File: config.mk
export PLATFORM = sky130hd
export DESIGN_NAME = additive_harmonic_wavetable
export DESIGN_NICKNAME = d
export VERILOG_FILES = /design/src/ahw_pkg.sv /design/src/additive_harmonic_wavetable.sv /design/src/ahw_cell.sv /design/src/ahw_unit.sv
export SDC_FILE = /design/constraint.sdc
export NUM_CORES = 2
export LEC_CHECK = 0
export ABC_AREA = 0
export BUFFER_PORTS_ARGS = -buffer_cell sky130_fd_sc_hd__buf_2
export CORE_MARGIN = 2
export CORE_UTILIZATION = 35
export DETAILED_ROUTE_END_ITERATION = 7
export HOLD_SLACK_MARGIN = 0.06
export PLACE_DENSITY = 0.55
export SETUP_SLACK_MARGIN = 0.4
export SYNTH_ARGS = -nofsm -noshare
export SYNTH_HDL_FRONTEND = slang
export SYNTH_SLANG_ARGS = --single-unit
File: constraint.sdc
create_clock -name aclk -period 8.07 [get_ports aclk]
set_input_delay 0.4035 -clock aclk [delete_from_list [all_inputs] [get_ports aclk]]
set_output_delay 0.4035 -clock aclk [all_outputs]
set_load 0.02 [all_outputs]
File: src/ahw_pkg.sv
package ahw_pkg;

    localparam int HARMONICS       = 16;
    localparam int TABLE_SIZE      = 2048;
    localparam int SINE_TABLE_BITS = 10;

    localparam int TABLE_BITS  = $clog2(TABLE_SIZE);
    localparam int QUARTER_BITS = SINE_TABLE_BITS - 2;
    localparam int QUARTER     = 1 << QUARTER_BITS;
    localparam int CNT_W       = (HARMONICS > 1) ? $clog2(HARMONICS) : 1;
    localparam int IDX_W       = 4;
    localparam int GAIN_W      = 16;
    localparam int PHASE_W     = 16;
    localparam int RATIO_W     = 16;
    localparam int RATIO_FRAC  = 8;
    localparam int N_W         = 11;
    localparam int SAMPLE_W    = 24;
    localparam int SINE_W      = 16;
    localparam int PROD_W      = GAIN_W + SINE_W;
    localparam int SHIFT       = 15;
    localparam int TERM_W      = PROD_W - SHIFT;
    localparam int ACC_W       = SAMPLE_W + $clog2(HARMONICS) + 2;

    typedef longint unsigned u64_t;

    localparam u64_t HALF_PI_Q30 = 64'd1686629713;

    // Taylor divisors (2k)(2k+1) for k = 1..7
    localparam u64_t TAYLOR_DIV [7] = '{64'd6, 64'd20, 64'd42, 64'd72,
                                         64'd110, 64'd156, 64'd210};

    typedef struct packed {
        logic [GAIN_W-1:0]  gain;
        logic [PHASE_W-1:0] phase;
        logic [RATIO_W-1:0] ratio;
    } entry_t;

    typedef struct packed {
        logic valid;
        logic last;
    } op_t;

    typedef logic [SINE_W-2:0] qtab_t [QUARTER];

    function automatic logic [SINE_W-2:0] quarter_sine(u64_t r);
        u64_t   x;
        u64_t   x2;
        u64_t   t;
        u64_t   q;
        longint sum;
        x   = (r * HALF_PI_Q30) >> QUARTER_BITS;
        x2  = (x * x) >> 30;
        t   = x;
        sum = longint'(x);
        for (int k = 1; k <= 7; k++) begin
            t = ((t * x2) >> 30) / TAYLOR_DIV[k - 1];
            if ((k & 1) != 0) begin
                sum = sum - longint'(t);
            end else begin
                sum = sum + longint'(t);
            end
        end
        if (sum < 0) begin
            sum = 0;
        end
        q = (u64_t'(sum) + 64'd16384) >> 15;
        if (q > 64'd32767) begin
            q = 64'd32767;
        end
        return q[SINE_W-2:0];
    endfunction

    function automatic qtab_t build_qtab();
        qtab_t tab;
        for (int i = 0; i < QUARTER; i++) begin
            tab[i] = quarter_sine(u64_t'(i));
        end
        return tab;
    endfunction

    localparam qtab_t QTAB = build_qtab();
    localparam logic [SINE_W-2:0] QPEAK = quarter_sine(u64_t'(QUARTER));

    // quarter-wave symmetry
    function automatic logic signed [SINE_W-1:0] sine_lookup(
        logic [SINE_TABLE_BITS-1:0] si
    );
        logic [1:0]              quad;
        logic [QUARTER_BITS-1:0] r;
        logic [QUARTER_BITS-1:0] mr;
        logic [SINE_W-2:0]       v;
        quad = si[SINE_TABLE_BITS-1 -: 2];
        r    = si[QUARTER_BITS-1:0];
        mr   = ~r + 1'b1;
        if (quad[0]) begin
            v = (r == '0) ? QPEAK : QTAB[mr];
        end else begin
            v = QTAB[r];
        end
        return quad[1] ? -$signed({1'b0, v}) : $signed({1'b0, v});
    endfunction

endpackage

File: src/additive_harmonic_wavetable.sv
// channel | ports                                         | dir
// s_      | valid ready func harmonic_index gain           | in
//         | phase_offset ratio sample_index base_sample    |
// m_      | valid ready sample saturated                   | out
// A write item updates one cell and leaves the block ready. For a compute item,
// the harmonic entries rotate through the cell chain, one per cycle, into a
// shared 3-stage phase/sine/multiply unit, then the FINISH state saturates.
// Reset is synchronous; entries return to their defaults.
// A held result waits in the output register; the next item is taken meanwhile,
// and a following compute item holds in its saturate state until the register frees.
module additive_harmonic_wavetable (
    input  logic                                  aclk,
    input  logic                                  aresetn,
    input  logic                                  s_valid,
    output logic                                  s_ready,
    input  logic                                  s_func,
    input  logic [ahw_pkg::IDX_W-1:0]             s_harmonic_index,
    input  logic signed [ahw_pkg::GAIN_W-1:0]     s_gain,
    input  logic [ahw_pkg::PHASE_W-1:0]           s_phase_offset,
    input  logic [ahw_pkg::RATIO_W-1:0]           s_ratio,
    input  logic [ahw_pkg::N_W-1:0]               s_sample_index,
    input  logic signed [ahw_pkg::SAMPLE_W-1:0]   s_base_sample,
    output logic                                  m_valid,
    input  logic                                  m_ready,
    output logic signed [ahw_pkg::SAMPLE_W-1:0]   m_sample,
    output logic                                  m_saturated
);
    import ahw_pkg::*;

    typedef enum logic [1:0] {IDLE, RUN, DRAIN, FINISH} state_t;

    localparam logic signed [ACC_W-1:0] OUT_MAX = ACC_W'((1 << (SAMPLE_W - 1)) - 1);
    localparam logic signed [ACC_W-1:0] OUT_MIN = -ACC_W'(1 << (SAMPLE_W - 1));

    state_t                     state_reg;
    logic [CNT_W-1:0]           cnt_reg;
    logic [N_W-1:0]             n_reg;
    logic signed [ACC_W-1:0]    acc_reg;
    logic                       m_valid_reg;
    logic signed [SAMPLE_W-1:0] m_sample_reg;
    logic                       m_sat_reg;

    entry_t                     cell_q [HARMONICS];
    entry_t                     wr_data;
    logic                       accept;
    logic                       shift;
    op_t                        op_in;
    op_t                        op_out;
    logic signed [TERM_W-1:0]   term;
    logic                       out_free;

    assign s_ready  = (state_reg == IDLE);
    assign accept   = s_valid && s_ready;
    assign shift    = (state_reg == RUN);
    assign out_free = !m_valid_reg || m_ready;
    assign wr_data  = '{gain: s_gain, phase: s_phase_offset, ratio: s_ratio};

    assign op_in.valid = shift;
    assign op_in.last  = shift && (cnt_reg == CNT_W'(HARMONICS - 1));

    for (genvar h = 0; h < HARMONICS; h++) begin : g_cell
        entry_t init;
        logic   wr_en;
        assign init.gain  = (h == 0) ? GAIN_W'(16384) : '0;
        assign init.phase = '0;
        assign init.ratio = RATIO_W'((h + 1) * 256);
        assign wr_en = accept && !s_func && (int'(s_harmonic_index) == h);
        ahw_cell u_cell (
            .aclk      (aclk),
            .aresetn   (aresetn),
            .init      (init),
            .wr_en     (wr_en),
            .wr_data   (wr_data),
            .shift     (shift),
            .from_next (cell_q[(h == HARMONICS - 1) ? 0 : h + 1]),
            .q         (cell_q[h])
        );
    end

    ahw_unit u_unit (
        .aclk    (aclk),
        .aresetn (aresetn),
        .op_in   (op_in),
        .entry   (cell_q[0]),
        .n       (n_reg),
        .op_out  (op_out),
        .term    (term)
    );

    always_ff @(posedge aclk) begin
        if (!aresetn) begin
            state_reg   <= IDLE;
            cnt_reg     <= '0;
            m_valid_reg <= 1'b0;
        end else begin
            if (state_reg == FINISH && out_free) begin
                m_valid_reg <= 1'b1;
            end else if (m_ready) begin
                m_valid_reg <= 1'b0;
            end
            case (state_reg)
                IDLE: begin
                    cnt_reg <= '0;
                    if (accept && s_func) begin
                        n_reg     <= s_sample_index;
                        acc_reg   <= ACC_W'(s_base_sample);
                        state_reg <= RUN;
                    end
                end
                RUN: begin
                    if (op_in.last) begin
                        cnt_reg   <= '0;
                        state_reg <= DRAIN;
                    end else begin
                        cnt_reg <= cnt_reg + 1'b1;
                    end
                end
                DRAIN: begin
                    if (op_out.valid && op_out.last) begin
                        state_reg <= FINISH;
                    end
                end
                FINISH: begin
                    if (out_free) begin
                        if (acc_reg > OUT_MAX) begin
                            m_sample_reg <= OUT_MAX[SAMPLE_W-1:0];
                            m_sat_reg    <= 1'b1;
                        end else if (acc_reg < OUT_MIN) begin
                            m_sample_reg <= OUT_MIN[SAMPLE_W-1:0];
                            m_sat_reg    <= 1'b1;
                        end else begin
                            m_sample_reg <= acc_reg[SAMPLE_W-1:0];
                            m_sat_reg    <= 1'b0;
                        end
                        state_reg <= IDLE;
                    end
                end
                default: begin
                    state_reg <= IDLE;
                end
            endcase
            if (op_out.valid) begin
                acc_reg <= acc_reg + ACC_W'(term);
            end
        end
    end

    assign m_valid     = m_valid_reg;
    assign m_sample    = m_sample_reg;
    assign m_saturated = m_sat_reg;

endmodule

File: src/ahw_cell.sv
module ahw_cell (
    input  logic            aclk,
    input  logic            aresetn,
    input  ahw_pkg::entry_t init,
    input  logic            wr_en,
    input  ahw_pkg::entry_t wr_data,
    input  logic            shift,
    input  ahw_pkg::entry_t from_next,
    output ahw_pkg::entry_t q
);
    import ahw_pkg::*;

    entry_t entry_reg;
    entry_t entry_next;

    always_comb begin
        entry_next = entry_reg;
        if (wr_en) begin
            entry_next = wr_data;
        end else if (shift) begin
            entry_next = from_next;
        end
    end

    always_ff @(posedge aclk) begin
        if (!aresetn) begin
            entry_reg <= init;
        end else begin
            entry_reg <= entry_next;
        end
    end

    assign q = entry_reg;

endmodule

File: src/ahw_unit.sv
module ahw_unit (
    input  logic                                aclk,
    input  logic                                aresetn,
    input  ahw_pkg::op_t                        op_in,
    input  ahw_pkg::entry_t                     entry,
    input  logic [ahw_pkg::N_W-1:0]             n,
    output ahw_pkg::op_t                        op_out,
    output logic signed [ahw_pkg::TERM_W-1:0]   term
);
    import ahw_pkg::*;

    localparam int RN_W = RATIO_W + N_W;

    op_t                      op1_reg, op2_reg, op3_reg;
    logic [RN_W-1:0]          rn_reg;
    logic [PHASE_W-1:0]       off1_reg;
    logic signed [GAIN_W-1:0] gain1_reg, gain2_reg;
    logic signed [SINE_W-1:0] sine2_reg;
    logic signed [PROD_W-1:0] prod3_reg;

    logic [RN_W+RATIO_FRAC-1:0] scaled;
    logic [PHASE_W-1:0]         ph;

    assign scaled = {rn_reg, {RATIO_FRAC{1'b0}}} >> TABLE_BITS;
    assign ph     = scaled[PHASE_W-1:0] + off1_reg;

    always_ff @(posedge aclk) begin
        if (!aresetn) begin
            op1_reg <= '0;
            op2_reg <= '0;
            op3_reg <= '0;
        end else begin
            op1_reg <= op_in;
            op2_reg <= op1_reg;
            op3_reg <= op2_reg;
        end
        rn_reg    <= RN_W'(entry.ratio) * RN_W'(n);
        off1_reg  <= entry.phase;
        gain1_reg <= $signed(entry.gain);
        sine2_reg <= sine_lookup(ph[PHASE_W-1 -: SINE_TABLE_BITS]);
        gain2_reg <= gain1_reg;
        prod3_reg <= gain2_reg * sine2_reg;
    end

    assign op_out = op3_reg;
    assign term   = TERM_W'(prod3_reg >>> SHIFT);

endmodule

==> flow_results.xml <==
<?xml version="1.0" encoding="UTF-8"?>
<metrics>
  <group name="status">
    <metric name="run_status" unit="">complete, no violations</metric>
  </group>
  <group name="clock_network">
    <metric name="clock_tree.htree_level_count" unit="">3</metric>
    <metric name="cts_tree" unit="">done</metric>
    <metric name="latest_clock_arrival_within_the_worst_skew_pair" unit="ps">770</metric>
    <metric name="clockBufferDepth" unit="">3</metric>
    <metric name="postCtsSetupRepairBufs" unit="">0</metric>
    <metric name="cts_num_sinks" unit="">944</metric>
    <metric name="cts-buffers-inserted" unit="">107</metric>
    <metric name="root_buffer" unit="">sky130_fd_sc_hd__clkbuf_16</metric>
    <metric name="clkSlewWorstSetupHoldPaths" unit="ps">70</metric>
  </group>
  <group name="synthesis">
    <metric name="synth-seq-area-share" unit="%">29.87</metric>
    <metric name="synth_largest_type_area_fraction" unit="%">26.84</metric>
    <metric name="ys_types" unit="">102</metric>
    <metric name="synth_ff_type" unit="">sky130_fd_sc_hd__dfxtp_1</metric>
    <metric name="synthesis.area" unit="mm^2">0.06549</metric>
    <metric name="synth.largest_area_cell" unit="">sky130_fd_sc_hd__dfxtp_1</metric>
    <metric name="post_synthesis_net_count" unit="">7883</metric>
    <metric name="netlist_top_cells_area" unit="">sky130_fd_sc_hd__dfxtp_1, sky130_fd_sc_hd__mux2i_1, sky130_fd_sc_hd__o211a_1</metric>
    <metric name="synth_enable_flop_cells" unit="">66</metric>
    <metric name="synthCells" unit="">7218</metric>
    <metric name="synth-async-reset-ratio" unit="%">0</metric>
    <metric name="yosysWarnings" unit="">0</metric>
    <metric name="avgSynthCellArea" unit="um^2">9.073</metric>
    <metric name="register_bit_total_from_synthesis" unit="">944</metric>
  </group>
  <group name="drt">
    <metric name="routed_wire_length" unit="um">203700</metric>
    <metric name="route.detailed.wl_per_inst" unit="um">21.43</metric>
    <metric name="first_pass_iters" unit="">7</metric>
    <metric name="drt_iter0_drc" unit="">5160</metric>
    <metric name="route.vias.total" unit="">52990</metric>
    <metric name="post-route-drc-count" unit="">0</metric>
    <metric name="route.detailed.vias_per_inst" unit="">5.574</metric>
    <metric name="postRouteAntennaNets" unit="">0</metric>
  </group>
  <group name="place">
    <metric name="pre_cts_slack" unit="ps">676.9</metric>
    <metric name="gp_routability_congestion" unit="">0.9616</metric>
    <metric name="placement.io_buffers" unit="">118</metric>
    <metric name="dpl.hpwl" unit="um">131600</metric>
  </group>
  <group name="critical_path">
    <metric name="maximum_fanout_encountered_on_the_critical_timing_path" unit="">16</metric>
    <metric name="path_class" unit="">register to register</metric>
    <metric name="timing.critical_path.depth" unit="">23</metric>
    <metric name="critPathCaptureType" unit="">register</metric>
    <metric name="worst_ep_arrival_time" unit="ps">7710</metric>
    <metric name="timing.reg2reg.worst_path_depth" unit="">23</metric>
    <metric name="worstPathRequired" unit="ps">8680</metric>
    <metric name="worstPathBufferInverterCount" unit="">4</metric>
    <metric name="cp-start-kind" unit="">register</metric>
    <metric name="critPathTopFamily" unit="">adder cells</metric>
    <metric name="crit_path_frequent_cell" unit="">sky130_fd_sc_hd__fa_1</metric>
    <metric name="cpPeakStageDelay" unit="ps">740</metric>
    <metric name="worst_path_max_delay_cell" unit="">sky130_fd_sc_hd__dfxtp_1</metric>
    <metric name="timing.critical_path.cells" unit="">and2_1 &gt; fa_1 &gt; inv_1 &gt; fa_1 &gt; fa_1 &gt; inv_1 &gt; fa_1 &gt; fa_1 &gt; inv_1 &gt; fa_1 &gt; inv_1 &gt; ha_1 &gt; o211ai_1 &gt; a41oi_1 &gt; nand3_1 &gt; o31ai_1 &gt; o21ai_0 &gt; a211oi_1 &gt; nor2_1 &gt; a211o_1 &gt; o21bai_1 &gt; a21oi_1 &gt; xnor2_1</metric>
  </group>
  <group name="sta">
    <metric name="min_clock_period_post_route" unit="ps">7098</metric>
    <metric name="final-max-slew-violation-count" unit="">0</metric>
    <metric name="setup-tns-final" unit="ps">0</metric>
    <metric name="fin_crit_sh" unit="%">87.95</metric>
    <metric name="timing.slew.headroom" unit="%">3.651</metric>
    <metric name="fin_worst_hold_slack" unit="ps">141.3</metric>
    <metric name="worst_slew_pin_slew" unit="ps">1439</metric>
    <metric name="rsz0062_at_grt" unit="">no</metric>
    <metric name="setup_ws" unit="ps">972.1</metric>
    <metric name="final-hold-violation-count" unit="">0</metric>
    <metric name="fin_worst_skew" unit="ps">86.40</metric>
    <metric name="report.final.setup_viol" unit="">0</metric>
    <metric name="fmaxAchievable" unit="MHz">140.9</metric>
  </group>
  <group name="die">
    <metric name="die_width" unit="um">436.6</metric>
    <metric name="num_io_pins" unit="">119</metric>
    <metric name="core.rowCount" unit="">158</metric>
    <metric name="dieArea" unit="mm^2">0.1906</metric>
    <metric name="vert_die_dim" unit="um">436.6</metric>
    <metric name="floorplan.initialDensity" unit="%">35.28</metric>
    <metric name="core_area" unit="mm^2">0.1856</metric>
  </group>
  <group name="final_layout">
    <metric name="layout.core_utilization" unit="%">38.79</metric>
    <metric name="largest_register_ff_count" unit="">768</metric>
    <metric name="layout.nets" unit="">7598</metric>
    <metric name="drive_above_1_share" unit="%">7.761</metric>
    <metric name="nFillCells" unit="">18380</metric>
    <metric name="area_growth_syn_to_layout" unit="%">9.951</metric>
  </group>
  <group name="power_and_ir_drop">
    <metric name="pwr-share-seq" unit="%">20.6</metric>
    <metric name="p_leak" unit="uW">0.03763</metric>
    <metric name="comb_power_share" unit="%">60.9</metric>
    <metric name="power.clock.fraction" unit="%">18.5</metric>
    <metric name="power_report.internal_total" unit="uW">13730</metric>
    <metric name="power.switching_fraction" unit="%">48.66</metric>
    <metric name="switchingPower" unit="uW">13010</metric>
    <metric name="power.density" unit="mW/mm^2">371.4</metric>
    <metric name="ir_drop" unit="mV">0.3722</metric>
    <metric name="report.power.total" unit="uW">26740</metric>
  </group>
  <group name="global_route">
    <metric name="vias_in_the_first_global_route" unit="">51650</metric>
    <metric name="grt.overflow.total" unit="">0</metric>
    <metric name="antenna_violations_before_repair" unit="">22</metric>
    <metric name="grt_max_degree" unit="">229</metric>
    <metric name="grt_first_pass_wirelength" unit="um">314100</metric>
    <metric name="grtUsageTotal" unit="%">20.72</metric>
  </group>
  <group name="hold_path">
    <metric name="holdPathStages" unit="">2</metric>
    <metric name="worst_hold_path_type" unit="">input pin to register</metric>
  </group>
  <group name="flow_run">
    <metric name="max_cap_viols" unit="">0</metric>
  </group>
</metrics>
## stage by stage
step                cells  instance area (um^2)
finish               9506                 72000
global route         9502                 71990
CTS                  9502                 71990
detailed placement   9263                 67970
global placement     9263                 67970
floorplan            7218                 65490
## logic make-up (layout without fill, tap and decap cells)
logic type	after synthesis	after routing	share of synthesized area, %
compound gates	1666	1666	21.10
xor+xnor	107	107	1.443
fa+ha+maj	573	573	15.13
buf+inv	1152	956	6.752
flops	944	944	29.87
mux	825	825	12.67
other cells	0	4	0
simple gates	1951	1951	13.03
## final timing paths
path / start / end / slack (ps)
worst max-delay path: u_unit.sine2_reg[5] / u_unit.prod3_reg[31] / 970
worst min-delay path: s_ratio[3] / g_cell[2].u_cell.q[3] / 140
worst max register to register: u_unit.sine2_reg[5] / u_unit.prod3_reg[31] / 970
worst min register to register: u_unit.gain1_reg[14] / u_unit.gain2_reg[14] / 310
## synth_stat cells, drive strengths merged (27+ instances only)
master,number
nand2,1199
dfxtp,878
mux2i,801
o211a,739
clkbuf,514
inv,455
fa,365
nor2,228
and2,208
ha,208
o21ai,208
a21oi,189
buf,180
nor3,88
xnor2,81
nand3,80
edfxtp,66
a211oi,65
o211ai,48
o21a,37
a31oi,31
o311ai,29
o22ai,28
a21o,27
## layer usage
layer / global-route usage, % / part of all wire, % / up-vias / wire length [um]
li1: - / - / 24740 / -
met1: 28.05 / 45 / 25870 / 90830
met2: 32.96 / 45 / 1856 / 91260
met3: 3.781 / 6.9 / 514 / 14100
met4: 7.239 / 3.7 / 10 / 7468
met5: 0 / 0.036 / - / 74
## layout make-up
type                    count  area [um^2]  share of cell area, %
flip-flops and latches    944        19560                  27.17
inverters                 458         1722                  2.391
diodes                      4        10.01                0.01390
multi-input cells        5122        41760                  58.00
clock buffers             161         3183                  4.421
well taps                2480         3103                  4.310
repair buffers            300         2232                  3.100
clock inverters            37        429.2                 0.5960
## what timing repair did
item	CTS	global route
resized for setup	0	2
hold endpoints to repair	76	0
setup endpoints to repair	0	1
hold buffers	41	0
## layout by cell type, fill, tap and decap left out, types with 37 or more instances in the layout
cell	synthesis	final
sky130_fd_sc_hd__nor3_1	88	86
sky130_fd_sc_hd__o21ai_0	197	197
sky130_fd_sc_hd__mux2i_1	801	801
sky130_fd_sc_hd__fa_1	365	365
sky130_fd_sc_hd__ha_1	208	206
sky130_fd_sc_hd__a21oi_1	188	186
sky130_fd_sc_hd__dlygate4sd3_1	0	41
sky130_fd_sc_hd__nor2_1	224	222
sky130_fd_sc_hd__buf_4	5	128
sky130_fd_sc_hd__dfxtp_1	878	876
sky130_fd_sc_hd__a211oi_1	61	60
sky130_fd_sc_hd__xnor2_1	80	76
sky130_fd_sc_hd__buf_2	49	117
sky130_fd_sc_hd__nand3_1	79	75
sky130_fd_sc_hd__inv_1	451	450
sky130_fd_sc_hd__nand2_1	1198	1186
sky130_fd_sc_hd__o211ai_1	47	47
sky130_fd_sc_hd__o211a_1	739	738
sky130_fd_sc_hd__edfxtp_1	66	66
sky130_fd_sc_hd__o21a_1	37	37
sky130_fd_sc_hd__and2_1	208	208
sky130_fd_sc_hd__clkbuf_16	0	108
## power by group through the flow
stage | combinational (uW) | sequential (uW) | clock (uW)
after detailed placement | 15700 | 5610 | 0
after global placement | 15700 | 5600 | 0
after floorplan | 11100 | 5360 | 0
final | 16300 | 5510 | 4960
after CTS | 15800 | 5510 | 5120
after global routing | 17400 | 5550 | 5300
Note: power is estimated with default switching activity, not from simulation.
